**src/rtl/psh_pkg.sv**
```systemverilog
`timescale 1ns / 1ps
// ----------------------------------------------------------------------------
// psh_pkg: shared types and constants for the per-square hysteresis classifier
// Board geometry, class codes, register indexes and the classifier result
// struct.
// ----------------------------------------------------------------------------
package psh_pkg;

    localparam int NUM_FILES  = 8;
    localparam int NUM_RANKS  = 8;
    localparam int DEPTH      = NUM_FILES * NUM_RANKS;
    localparam int IDX_W      = (DEPTH > 1) ? $clog2(DEPTH) : 1;

    localparam int POS_W      = 3;
    localparam int MV_W       = 16;
    localparam int HYST_W     = 15;
    localparam int SUM_W      = MV_W + 2;
    localparam int CFG_IDX_W  = 2;
    localparam int CFG_DATA_W = 16;

    typedef enum logic [1:0] {
        CLS_NEG = 2'd0,
        CLS_POS = 2'd1,
        CLS_NEU = 2'd2,
        CLS_UNK = 2'd3
    } t_class;

    localparam logic [CFG_IDX_W-1:0] REG_LOW_THRESHOLD  = 2'd0;
    localparam logic [CFG_IDX_W-1:0] REG_HIGH_THRESHOLD = 2'd1;
    localparam logic [CFG_IDX_W-1:0] REG_HYSTERESIS     = 2'd2;

    localparam logic signed [MV_W-1:0] LOW_RESET  = -16'sd100;
    localparam logic signed [MV_W-1:0] HIGH_RESET = 16'sd100;

    typedef struct packed {
        logic   change;
        t_class next;
    } t_cls_result;

endpackage

```
**src/rtl/psh_sample_if.sv**
```systemverilog
`timescale 1ns / 1ps
// ----------------------------------------------------------------------------
// psh_sample_if: sample request channel
// One offset sample with the file and rank of its square.
// ----------------------------------------------------------------------------
interface psh_sample_if
    import psh_pkg::*;
();
    logic                   valid;
    logic                   ready;
    logic [POS_W-1:0]       file_index;
    logic [POS_W-1:0]       rank_index;
    logic signed [MV_W-1:0] offset_mv;

    modport source (output valid, output file_index, output rank_index,
                    output offset_mv, input ready);
    modport sink   (input valid, input file_index, input rank_index,
                    input offset_mv, output ready);
endinterface

```
**src/rtl/psh_result_if.sv**
```systemverilog
`timescale 1ns / 1ps
// ----------------------------------------------------------------------------
// psh_result_if: class change request channel
// The square whose class changed and its new class.
// ----------------------------------------------------------------------------
interface psh_result_if
    import psh_pkg::*;
();
    logic             valid;
    logic             ready;
    logic [POS_W-1:0] square_file;
    logic [POS_W-1:0] square_rank;
    logic [1:0]       new_class;

    modport source (output valid, output square_file, output square_rank,
                    output new_class, input ready);
    modport sink   (input valid, input square_file, input square_rank,
                    input new_class, output ready);
endinterface

```
**src/rtl/per_square_hysteresis_classifier_core.sv**
```systemverilog
`timescale 1ns / 1ps
// ----------------------------------------------------------------------------
// per_square_hysteresis_classifier_core: per-square window comparator
// Keeps a class per board square and reports each class change.
//
//   channel    dir   payload                                 handshake
//   i_sample   in    file_index, rank_index, offset_mv       valid/ready
//   o_result   out   square_file, square_rank, new_class     valid/ready
//   i_cfg_*    in    i_cfg_idx, i_cfg_wdata                  i_cfg_we
//
// One sample per cycle sustained while no result stalls; a request is held in
// stage 1 and then its result in the result register.
// The class of the square is read from the class RAM at accept; a change
// written by the request ahead of it is forwarded into that read.
// Reset clears the per-entry valid bits at once: no clearing pass.
// A stalled result holds the stage behind it; samples keep flowing otherwise.
// ----------------------------------------------------------------------------
module per_square_hysteresis_classifier_core
    import psh_pkg::*;
(
    input  logic                  i_clk,
    input  logic                  i_rst_n,
    input  logic                  i_cfg_we,
    input  logic [CFG_IDX_W-1:0]  i_cfg_idx,
    input  logic [CFG_DATA_W-1:0] i_cfg_wdata,
    psh_sample_if.sink            i_sample,
    psh_result_if.source          o_result
);
    // configuration
    logic signed [MV_W-1:0] r_low;
    logic signed [MV_W-1:0] r_high;
    logic [HYST_W-1:0]      r_hyst;

    // class RAM and valid bits
    logic [1:0]             r_mem [DEPTH];
    logic [DEPTH-1:0]       r_vld;

    // stage 1
    logic                   r_s1_valid;
    logic                   r_s1_on;
    logic [POS_W-1:0]       r_s1_file;
    logic [POS_W-1:0]       r_s1_rank;
    logic [IDX_W-1:0]       r_s1_idx;
    logic signed [MV_W-1:0] r_s1_mv;
    logic [1:0]             r_rd_class;
    logic                   r_rd_vld;
    logic                   r_fwd_hit;
    t_class                 r_fwd_class;

    // result register
    logic                   r_out_valid;
    logic [POS_W-1:0]       r_out_file;
    logic [POS_W-1:0]       r_out_rank;
    t_class                 r_out_class;

    logic                   in_acc;
    logic                   in_on;
    logic [IDX_W-1:0]       in_idx;
    logic                   s1_adv;
    logic                   wr_en;
    t_class                 cur_class;
    t_cls_result            cls;

    always_ff @(posedge i_clk) begin
        if (!i_rst_n) begin
            r_low  <= LOW_RESET;
            r_high <= HIGH_RESET;
            r_hyst <= '0;
        end else if (i_cfg_we) begin
            case (i_cfg_idx)
                REG_LOW_THRESHOLD:  r_low  <= $signed(i_cfg_wdata[MV_W-1:0]);
                REG_HIGH_THRESHOLD: r_high <= $signed(i_cfg_wdata[MV_W-1:0]);
                REG_HYSTERESIS:     r_hyst <= i_cfg_wdata[HYST_W-1:0];
                default: ;
            endcase
        end
    end

    assign s1_adv          = r_s1_valid && (!r_out_valid || o_result.ready);
    assign i_sample.ready  = !r_s1_valid || s1_adv;
    assign in_acc          = i_sample.valid && i_sample.ready;
    assign in_on           = (32'(i_sample.file_index) < NUM_FILES)
                          && (32'(i_sample.rank_index) < NUM_RANKS);
    assign in_idx          = IDX_W'(32'(i_sample.file_index) * NUM_RANKS
                                    + 32'(i_sample.rank_index));

    always_comb begin
        if (r_fwd_hit) begin
            cur_class = r_fwd_class;
        end else if (r_rd_vld) begin
            cur_class = t_class'(r_rd_class);
        end else begin
            cur_class = CLS_UNK;
        end
    end

    psh_window u_window (
        .i_cur  (cur_class),
        .i_mv   (r_s1_mv),
        .i_low  (r_low),
        .i_high (r_high),
        .i_hyst (r_hyst),
        .o_res  (cls)
    );

    assign wr_en = s1_adv && r_s1_on && cls.change;

    // class RAM: one write port, one registered read port
    always_ff @(posedge i_clk) begin
        if (wr_en) begin
            r_mem[r_s1_idx] <= cls.next;
        end
    end

    always_ff @(posedge i_clk) begin
        if (in_acc) begin
            r_rd_class <= r_mem[in_idx];
        end
    end

    always_ff @(posedge i_clk) begin
        if (!i_rst_n) begin
            r_vld <= '0;
        end else if (wr_en) begin
            r_vld[r_s1_idx] <= 1'b1;
        end
    end

    always_ff @(posedge i_clk) begin
        if (!i_rst_n) begin
            r_s1_valid <= 1'b0;
        end else if (in_acc) begin
            r_s1_valid <= 1'b1;
        end else if (s1_adv) begin
            r_s1_valid <= 1'b0;
        end
    end

    // hold the stage payload while stalled
    always_ff @(posedge i_clk) begin
        if (in_acc) begin
            r_s1_on     <= in_on;
            r_s1_file   <= i_sample.file_index;
            r_s1_rank   <= i_sample.rank_index;
            r_s1_idx    <= in_idx;
            r_s1_mv     <= i_sample.offset_mv;
            r_rd_vld    <= r_vld[in_idx];
            r_fwd_hit   <= wr_en && (r_s1_idx == in_idx);
            r_fwd_class <= cls.next;
        end
    end

    always_ff @(posedge i_clk) begin
        if (!i_rst_n) begin
            r_out_valid <= 1'b0;
        end else if (s1_adv) begin
            r_out_valid <= r_s1_on && cls.change;
        end else if (o_result.ready) begin
            r_out_valid <= 1'b0;
        end
    end

    always_ff @(posedge i_clk) begin
        if (wr_en) begin
            r_out_file  <= r_s1_file;
            r_out_rank  <= r_s1_rank;
            r_out_class <= cls.next;
        end
    end

    assign o_result.valid       = r_out_valid;
    assign o_result.square_file = r_out_file;
    assign o_result.square_rank = r_out_rank;
    assign o_result.new_class   = r_out_class;

    a_stall_holds: assert property (@(posedge i_clk) disable iff (!i_rst_n)
        r_s1_valid && !s1_adv |=> r_s1_valid && $stable(r_s1_idx) && $stable(r_s1_mv))
        else $error("stage 1 request lost or changed while stalled");

    a_change_real: assert property (@(posedge i_clk) disable iff (!i_rst_n)
        wr_en |-> cls.next != cur_class && cls.next != CLS_UNK)
        else $error("class write without a real change");

    a_out_known: assert property (@(posedge i_clk) disable iff (!i_rst_n)
        o_result.valid |-> o_result.new_class != CLS_UNK)
        else $error("result reports the unknown class");

    a_busy_full: assert property (@(posedge i_clk) disable iff (!i_rst_n)
        !i_sample.ready |-> r_s1_valid && r_out_valid && !o_result.ready)
        else $error("sample stalled while the pipeline can move");

    a_reset_empty: assert property (@(posedge i_clk)
        !i_rst_n |=> !r_out_valid && !r_s1_valid)
        else $error("pipeline not empty after reset");

endmodule

```
**src/rtl/psh_window.sv**
```systemverilog
`timescale 1ns / 1ps
// ----------------------------------------------------------------------------
// psh_window: hysteresis window compare for one square
// Shifts the thresholds by the current class, compares the sample and picks
// the new class with priority above, below, within.
// ----------------------------------------------------------------------------
module psh_window
    import psh_pkg::*;
(
    input  t_class                 i_cur,
    input  logic signed [MV_W-1:0] i_mv,
    input  logic signed [MV_W-1:0] i_low,
    input  logic signed [MV_W-1:0] i_high,
    input  logic [HYST_W-1:0]      i_hyst,
    output t_cls_result            o_res
);
    logic signed [SUM_W-1:0] hyst_e;
    logic signed [SUM_W-1:0] low_e;
    logic signed [SUM_W-1:0] high_e;
    logic signed [SUM_W-1:0] mv_e;
    logic signed [SUM_W-1:0] lo_s;
    logic signed [SUM_W-1:0] hi_s;
    logic                    above;
    logic                    below;
    logic                    in_win;

    assign hyst_e = $signed({{(SUM_W-HYST_W){1'b0}}, i_hyst});
    assign low_e  = SUM_W'(i_low);
    assign high_e = SUM_W'(i_high);
    assign mv_e   = SUM_W'(i_mv);

    always_comb begin
        case (i_cur)
            CLS_POS: begin
                lo_s = low_e - hyst_e;
                hi_s = high_e - hyst_e;
            end
            CLS_NEG: begin
                lo_s = low_e + hyst_e;
                hi_s = high_e + hyst_e;
            end
            CLS_NEU: begin
                lo_s = low_e - hyst_e;
                hi_s = high_e + hyst_e;
            end
            default: begin
                lo_s = low_e;
                hi_s = high_e;
            end
        endcase
    end

    assign above  = mv_e > hi_s;
    assign below  = mv_e < lo_s;
    assign in_win = !above && !below;

    always_comb begin
        o_res.change = 1'b1;
        if (i_cur != CLS_POS && above) begin
            o_res.next = CLS_POS;
        end else if (i_cur != CLS_NEG && below) begin
            o_res.next = CLS_NEG;
        end else if (i_cur != CLS_NEU && in_win) begin
            o_res.next = CLS_NEU;
        end else begin
            o_res.change = 1'b0;
            o_res.next   = i_cur;
        end
    end

endmodule
```
**src/flat_wrapper.sv**
```systemverilog
// flat-port wrapper written by rule: the top's interface ports become plain ports
module per_square_hysteresis_classifier_core_flat import psh_pkg::*;
  (i_clk, i_rst_n, i_cfg_we, i_cfg_idx, i_cfg_wdata, i_sample_valid, i_sample_file_index, i_sample_rank_index, i_sample_offset_mv, i_sample_ready, o_result_valid, o_result_square_file, o_result_square_rank, o_result_new_class, o_result_ready);
  psh_sample_if i_sample_i ();
  psh_result_if o_result_i ();
  input  logic i_clk;
  input  logic i_rst_n;
  input  logic i_cfg_we;
  input  logic [CFG_IDX_W-1:0] i_cfg_idx;
  input  logic [CFG_DATA_W-1:0] i_cfg_wdata;
  input wire logic [$bits(i_sample_i.valid)-1:0] i_sample_valid;
  input wire logic [$bits(i_sample_i.file_index)-1:0] i_sample_file_index;
  input wire logic [$bits(i_sample_i.rank_index)-1:0] i_sample_rank_index;
  input wire logic [$bits(i_sample_i.offset_mv)-1:0] i_sample_offset_mv;
  output wire logic [$bits(i_sample_i.ready)-1:0] i_sample_ready;
  output wire logic [$bits(o_result_i.valid)-1:0] o_result_valid;
  output wire logic [$bits(o_result_i.square_file)-1:0] o_result_square_file;
  output wire logic [$bits(o_result_i.square_rank)-1:0] o_result_square_rank;
  output wire logic [$bits(o_result_i.new_class)-1:0] o_result_new_class;
  input wire logic [$bits(o_result_i.ready)-1:0] o_result_ready;
  assign i_sample_i.valid = i_sample_valid;
  assign i_sample_i.file_index = i_sample_file_index;
  assign i_sample_i.rank_index = i_sample_rank_index;
  assign i_sample_i.offset_mv = i_sample_offset_mv;
  assign i_sample_ready = i_sample_i.ready;
  assign o_result_valid = o_result_i.valid;
  assign o_result_square_file = o_result_i.square_file;
  assign o_result_square_rank = o_result_i.square_rank;
  assign o_result_new_class = o_result_i.new_class;
  assign o_result_i.ready = o_result_ready;
  per_square_hysteresis_classifier_core u_core (.i_clk(i_clk), .i_rst_n(i_rst_n), .i_cfg_we(i_cfg_we), .i_cfg_idx(i_cfg_idx), .i_cfg_wdata(i_cfg_wdata), .i_sample(i_sample_i), .o_result(o_result_i));
endmodule
```
**config.mk**
```make
export PLATFORM = sky130hd
export DESIGN_NAME = per_square_hysteresis_classifier_core_flat
export DESIGN_NICKNAME = d
export VERILOG_FILES = /design/src/rtl/psh_pkg.sv /design/src/rtl/psh_sample_if.sv /design/src/rtl/psh_result_if.sv /design/src/rtl/per_square_hysteresis_classifier_core.sv /design/src/rtl/psh_window.sv /design/src/flat_wrapper.sv
export SDC_FILE = /design/constraint.sdc
export NUM_CORES = 1
export LEC_CHECK = 0
export ABC_AREA = 1
export ABC_CLOCK_PERIOD_IN_PS = 7200
export BUFFER_PORTS_ARGS = -buffer_cell sky130_fd_sc_hd__buf_2
export CAP_MARGIN = 20
export CORE_UTILIZATION = 57
export CTS_CLUSTER_SIZE = 20
export DETAILED_ROUTE_END_ITERATION = 12
export PLACE_DENSITY = 0.77
export SLEW_MARGIN = 25
export SYNTH_ARGS = -nofsm -noshare
export SYNTH_HDL_FRONTEND = slang
export SYNTH_SLANG_ARGS = --single-unit
```
**constraint.sdc**
```tcl
create_clock -name i_clk -period 7.2 [get_ports i_clk]
set_clock_uncertainty 0.05 [all_clocks]
set_input_delay 2.16 -clock i_clk [delete_from_list [all_inputs] [get_ports i_clk]]
set_output_delay 2.16 -clock i_clk [all_outputs]
set_load 0.05 [all_outputs]
```
==> flow_summary_export.csv <==
group,metric,value,unit
timing,min_period,6580,ps
synth,synth_area_per_cell,8.27,um2
worst_setup_path,ff2ff_path_depth,30,
timing,fin_tns_setup,0,ps
synth,synth-warning-count,0,
die,io_pins,55,
worst_setup_path,crit_required,7440,ps
detailed_routing,via_per_inst,6.10,
hold_path,hold_class,"register to register",
detailed_routing,highest_layer,"met4",
layout,final_cell_count_no_fill,2138,
worst_setup_path,r2r_end,"u_core.r_mem[55][1]$_DFFE_PP_",
detailed_routing,drt_iter0_drc,1652,
timing,slew_violations,0,
place,place_area,15200,um2
layout,fillerInstances,2114,
global_route,grt_pass1_wl,61.9,mm
clock_network,cts_sinks,277,
global_route,grt_pass1_vias,11788,
timing,period_share,91.4,%
layout,seqCellArea,7190,um2
layout,drive_above_1_share,7.41,%
layout,layout_commonest_cell,"nand2_1",
worst_setup_path,slowest_stage,"clkinv_1",
layout,final_nets,1905,
clock_network,clk_latency,580,ps
layout,mostFrequentLayoutCells,"nand2_1, o21ai_0, nor2_1",
layout,multi_input_area,6540,um2
clock_network,clk_pin_slew,60,ps
die,std_cell_rows,58,
detailed_routing,totalWireLength,39.8,mm
die,die_y,163,um
place,dp_slack,742,ps
detailed_routing,via_count,13036,
place,io_buffer_count,54,
timing,relSlewSlack,28.7,%
timing,grt_setup_unrepaired,"false",
detailed_routing,drt-met1-wl,16.8,mm
clock_network,post_cts_buffers,0,
place,gp_congestion,0.934,
detailed_routing,drc,0,
flow_run,maxCapViolCount,0,
clock_network,cts_buffer_depth,3,
die,core_area,25300,um2
layout,area_growth,9.15,%
detailed_routing,avgRoutedWirePerCell,18.6,um
clock_network,ctsHoldBuffers,0,
timing,tightest_slew,1070,ps
detailed_routing,wl_met2,17.6,mm
detailed_routing,drtPass1Iterations,6,
detailed_routing,route.met3.wl,4.39,mm
power_and_ir_drop,peakVddDrop,0.000233,V
synth,netlist_area,14700,um2
global_route,overflow,0,
worst_setup_path,startpoint_type,"register",
worst_setup_path,startpoint,"u_core.r_fwd_hit$_DFFE_PP_",
timing,max_freq,152,MHz
synth,ys_seq_area_share,48.8,%
synth,syn_nets,1901,
detailed_routing,ant_nets,0,
clock_network,cts_resized,0,
clock_network,htreeDepth,1,
power_and_ir_drop,leakagePower,0.00636,uW
hold_path,holdPathStages,2,
worst_setup_path,slowest_delay,590,ps
global_route,grt_usage,29.8,%
worst_setup_path,critPathMostFrequentCell,"nand2_1",
worst_setup_path,worst-path-max-fanout,16,
worst_setup_path,crit_path_end,"u_core.r_mem[55][1]$_DFFE_PP_",
layout,n_antenna_cell,0,
worst_setup_path,rr_startpoint,"u_core.r_fwd_hit$_DFFE_PP_",
global_route,grt_antenna_before_repair,0,
timing,setup_ws,622,ps
timing,hold_viol_final,0,
clock_network,cts_root_buffer,"clkbuf_16",
power_and_ir_drop,p_per_area,333,nW/um2
worst_setup_path,crit_path_end_kind,"register",
status,status,"completed",
clock_network,cts_buffers,29,
synth,synth-seq-cells,277,
clock_network,cts_tree,"done",
place,dp.cells,2085,
synth,synth_cell_types,44,
worst_setup_path,criticalPathCategory,"register to register",
die,initial_core_util,58.4,%
synth,syn_inst,1782,
die,die_area,26500,um2
global_route,grt_max_degree,91,
place,dpl.hpwl,25.6,mm
worst_setup_path,arrival,6820,ps
die,fp.dieW,163,um
worst_setup_path,rrSetupSlack,620,ps
timing,finalSetupViolations,0,
layout,fin_area,16100,um2
## per-stage QoR
| step | hold WS [ps] | util (%) | power, uW |
|---|---|---|---|
| final | 397 | 63.7 | 5350 |
| after detailed placement | 387 | 60.0 | 3850 |
| after global routing | 425 | 63.7 | 5610 |
| after global placement | 385 | 60.0 | 3820 |
| after floorplan | 374 | - | 3380 |
| after CTS | 396 | 63.7 | 5330 |
## cell type report
class	count	share of cell area (%)
Multi-Input combinational cell	1241	40.6
Timing Repair Buffer	67	2.38
Clock buffer	35	4.65
Inverter	170	3.97
Tap cell	330	2.57
Clock inverter	18	1.13
Sequential cell	277	44.7
## Yosys cell counts
cell type | number | share of area, %
buf_1 | 4 | 0.10
a31oi_1 | 4 | 0.17
o311ai_0 | 2 | 0.12
xor2_1 | 16 | 0.95
nand4_1 | 5 | 0.21
inv_2 | 5 | 0.13
o22ai_2 | 1 | 0.085
clkbuf_1 | 77 | 2.0
edfxtp_1 | 164 | 33
o221ai_1 | 9 | 0.53
o21bai_1 | 23 | 1.2
o21ai_1 | 1 | 0.034
o22ai_1 | 39 | 1.7
a21oi_1 | 158 | 5.4
o211ai_1 | 1 | 0.051
and2_1 | 1 | 0.042
nor3_1 | 13 | 0.44
nand3_2 | 2 | 0.14
clkinv_1 | 3 | 0.076
o21a_1 | 4 | 0.20
o31ai_1 | 3 | 0.15
nand3b_1 | 4 | 0.20
dfxtp_1 | 113 | 15
o21ai_0 | 232 | 7.9
a32oi_1 | 1 | 0.059
inv_1 | 162 | 4.1
nor2_1 | 225 | 5.7
nand2_2 | 1 | 0.042
a21o_1 | 2 | 0.10
nand3_1 | 123 | 4.2
nor4_1 | 1 | 0.042
and3_1 | 1 | 0.042
a221oi_1 | 9 | 0.53
nand2_1 | 271 | 6.9
ha_1 | 72 | 6.1
buf_2 | 2 | 0.068
nor4_2 | 1 | 0.085
mux2i_1 | 1 | 0.068
or2_2 | 9 | 0.38
fa_1 | 2 | 0.27
a21boi_0 | 2 | 0.10
xnor2_1 | 2 | 0.12
buf_4 | 9 | 0.46
buf_6 | 2 | 0.15
## per-layer routing
metal  vias up  global-route usage (%)
met5         -                       0
met4         0                    10.1
met3       104                    5.30
met2       672                    45.1
met1      6120                    42.9
li1       6140                       -
## logic make-up after synthesis
group | synth area share, %
simple gates | 18.4
compound gates | 18.2
flops | 48.8
buf+inv | 7.07
fa+ha+maj | 6.38
xor+xnor | 1.07
mux | 0.0679
## power breakdown
group          total, uW  switching [uW]  internal [uW]
Sequential          2030            36.4           2000
Clock               1480             633            849
Combinational       1840            1310            526
## registers in the layout (all words and copies together), names as in the netlist, 3 cells and up
name and flops:
u_core.r_high 16, u_core.r_s1_idx 6, u_core.r_vld 64, u_core.o_result.square_file 3, u_core.o_result.square_rank 3, u_core.r_low 16, u_core.r_hyst 15, u_core.r_mem 128
u_core.r_s1_mv 16
## worst max-delay path, delay by kind of cell, from the launching register on
family	cells	cell delay [ps]
DFF	1	380
adders and majority gates	3	1060
AOI/OAI and AO/OA	7	1830
buffers and inverters	4	930
and+or+nand+nor	16	2060
## how the worst min path moves through the flow
stage,startpoint,endpoint,slack (ps)
global placement,u_core.r_vld[40]$_SDFFE_PN0P_,u_core.r_vld[40]$_SDFFE_PN0P_,380
CTS,u_core.r_vld[40]$_SDFFE_PN0P_,u_core.r_vld[40]$_SDFFE_PN0P_,400
finish,u_core.r_vld[40]$_SDFFE_PN0P_,u_core.r_vld[40]$_SDFFE_PN0P_,400
floorplan,u_core.r_s1_idx[0]$_DFFE_PP_,u_core.o_result.square_rank[0]$_DFFE_PP_,370
detailed placement,u_core.r_vld[40]$_SDFFE_PN0P_,u_core.r_vld[40]$_SDFFE_PN0P_,390
global route,u_core.r_vld[43]$_SDFFE_PN0P_,u_core.r_vld[43]$_SDFFE_PN0P_,420
No activity file was read; power rests on OpenSTA's default activity.
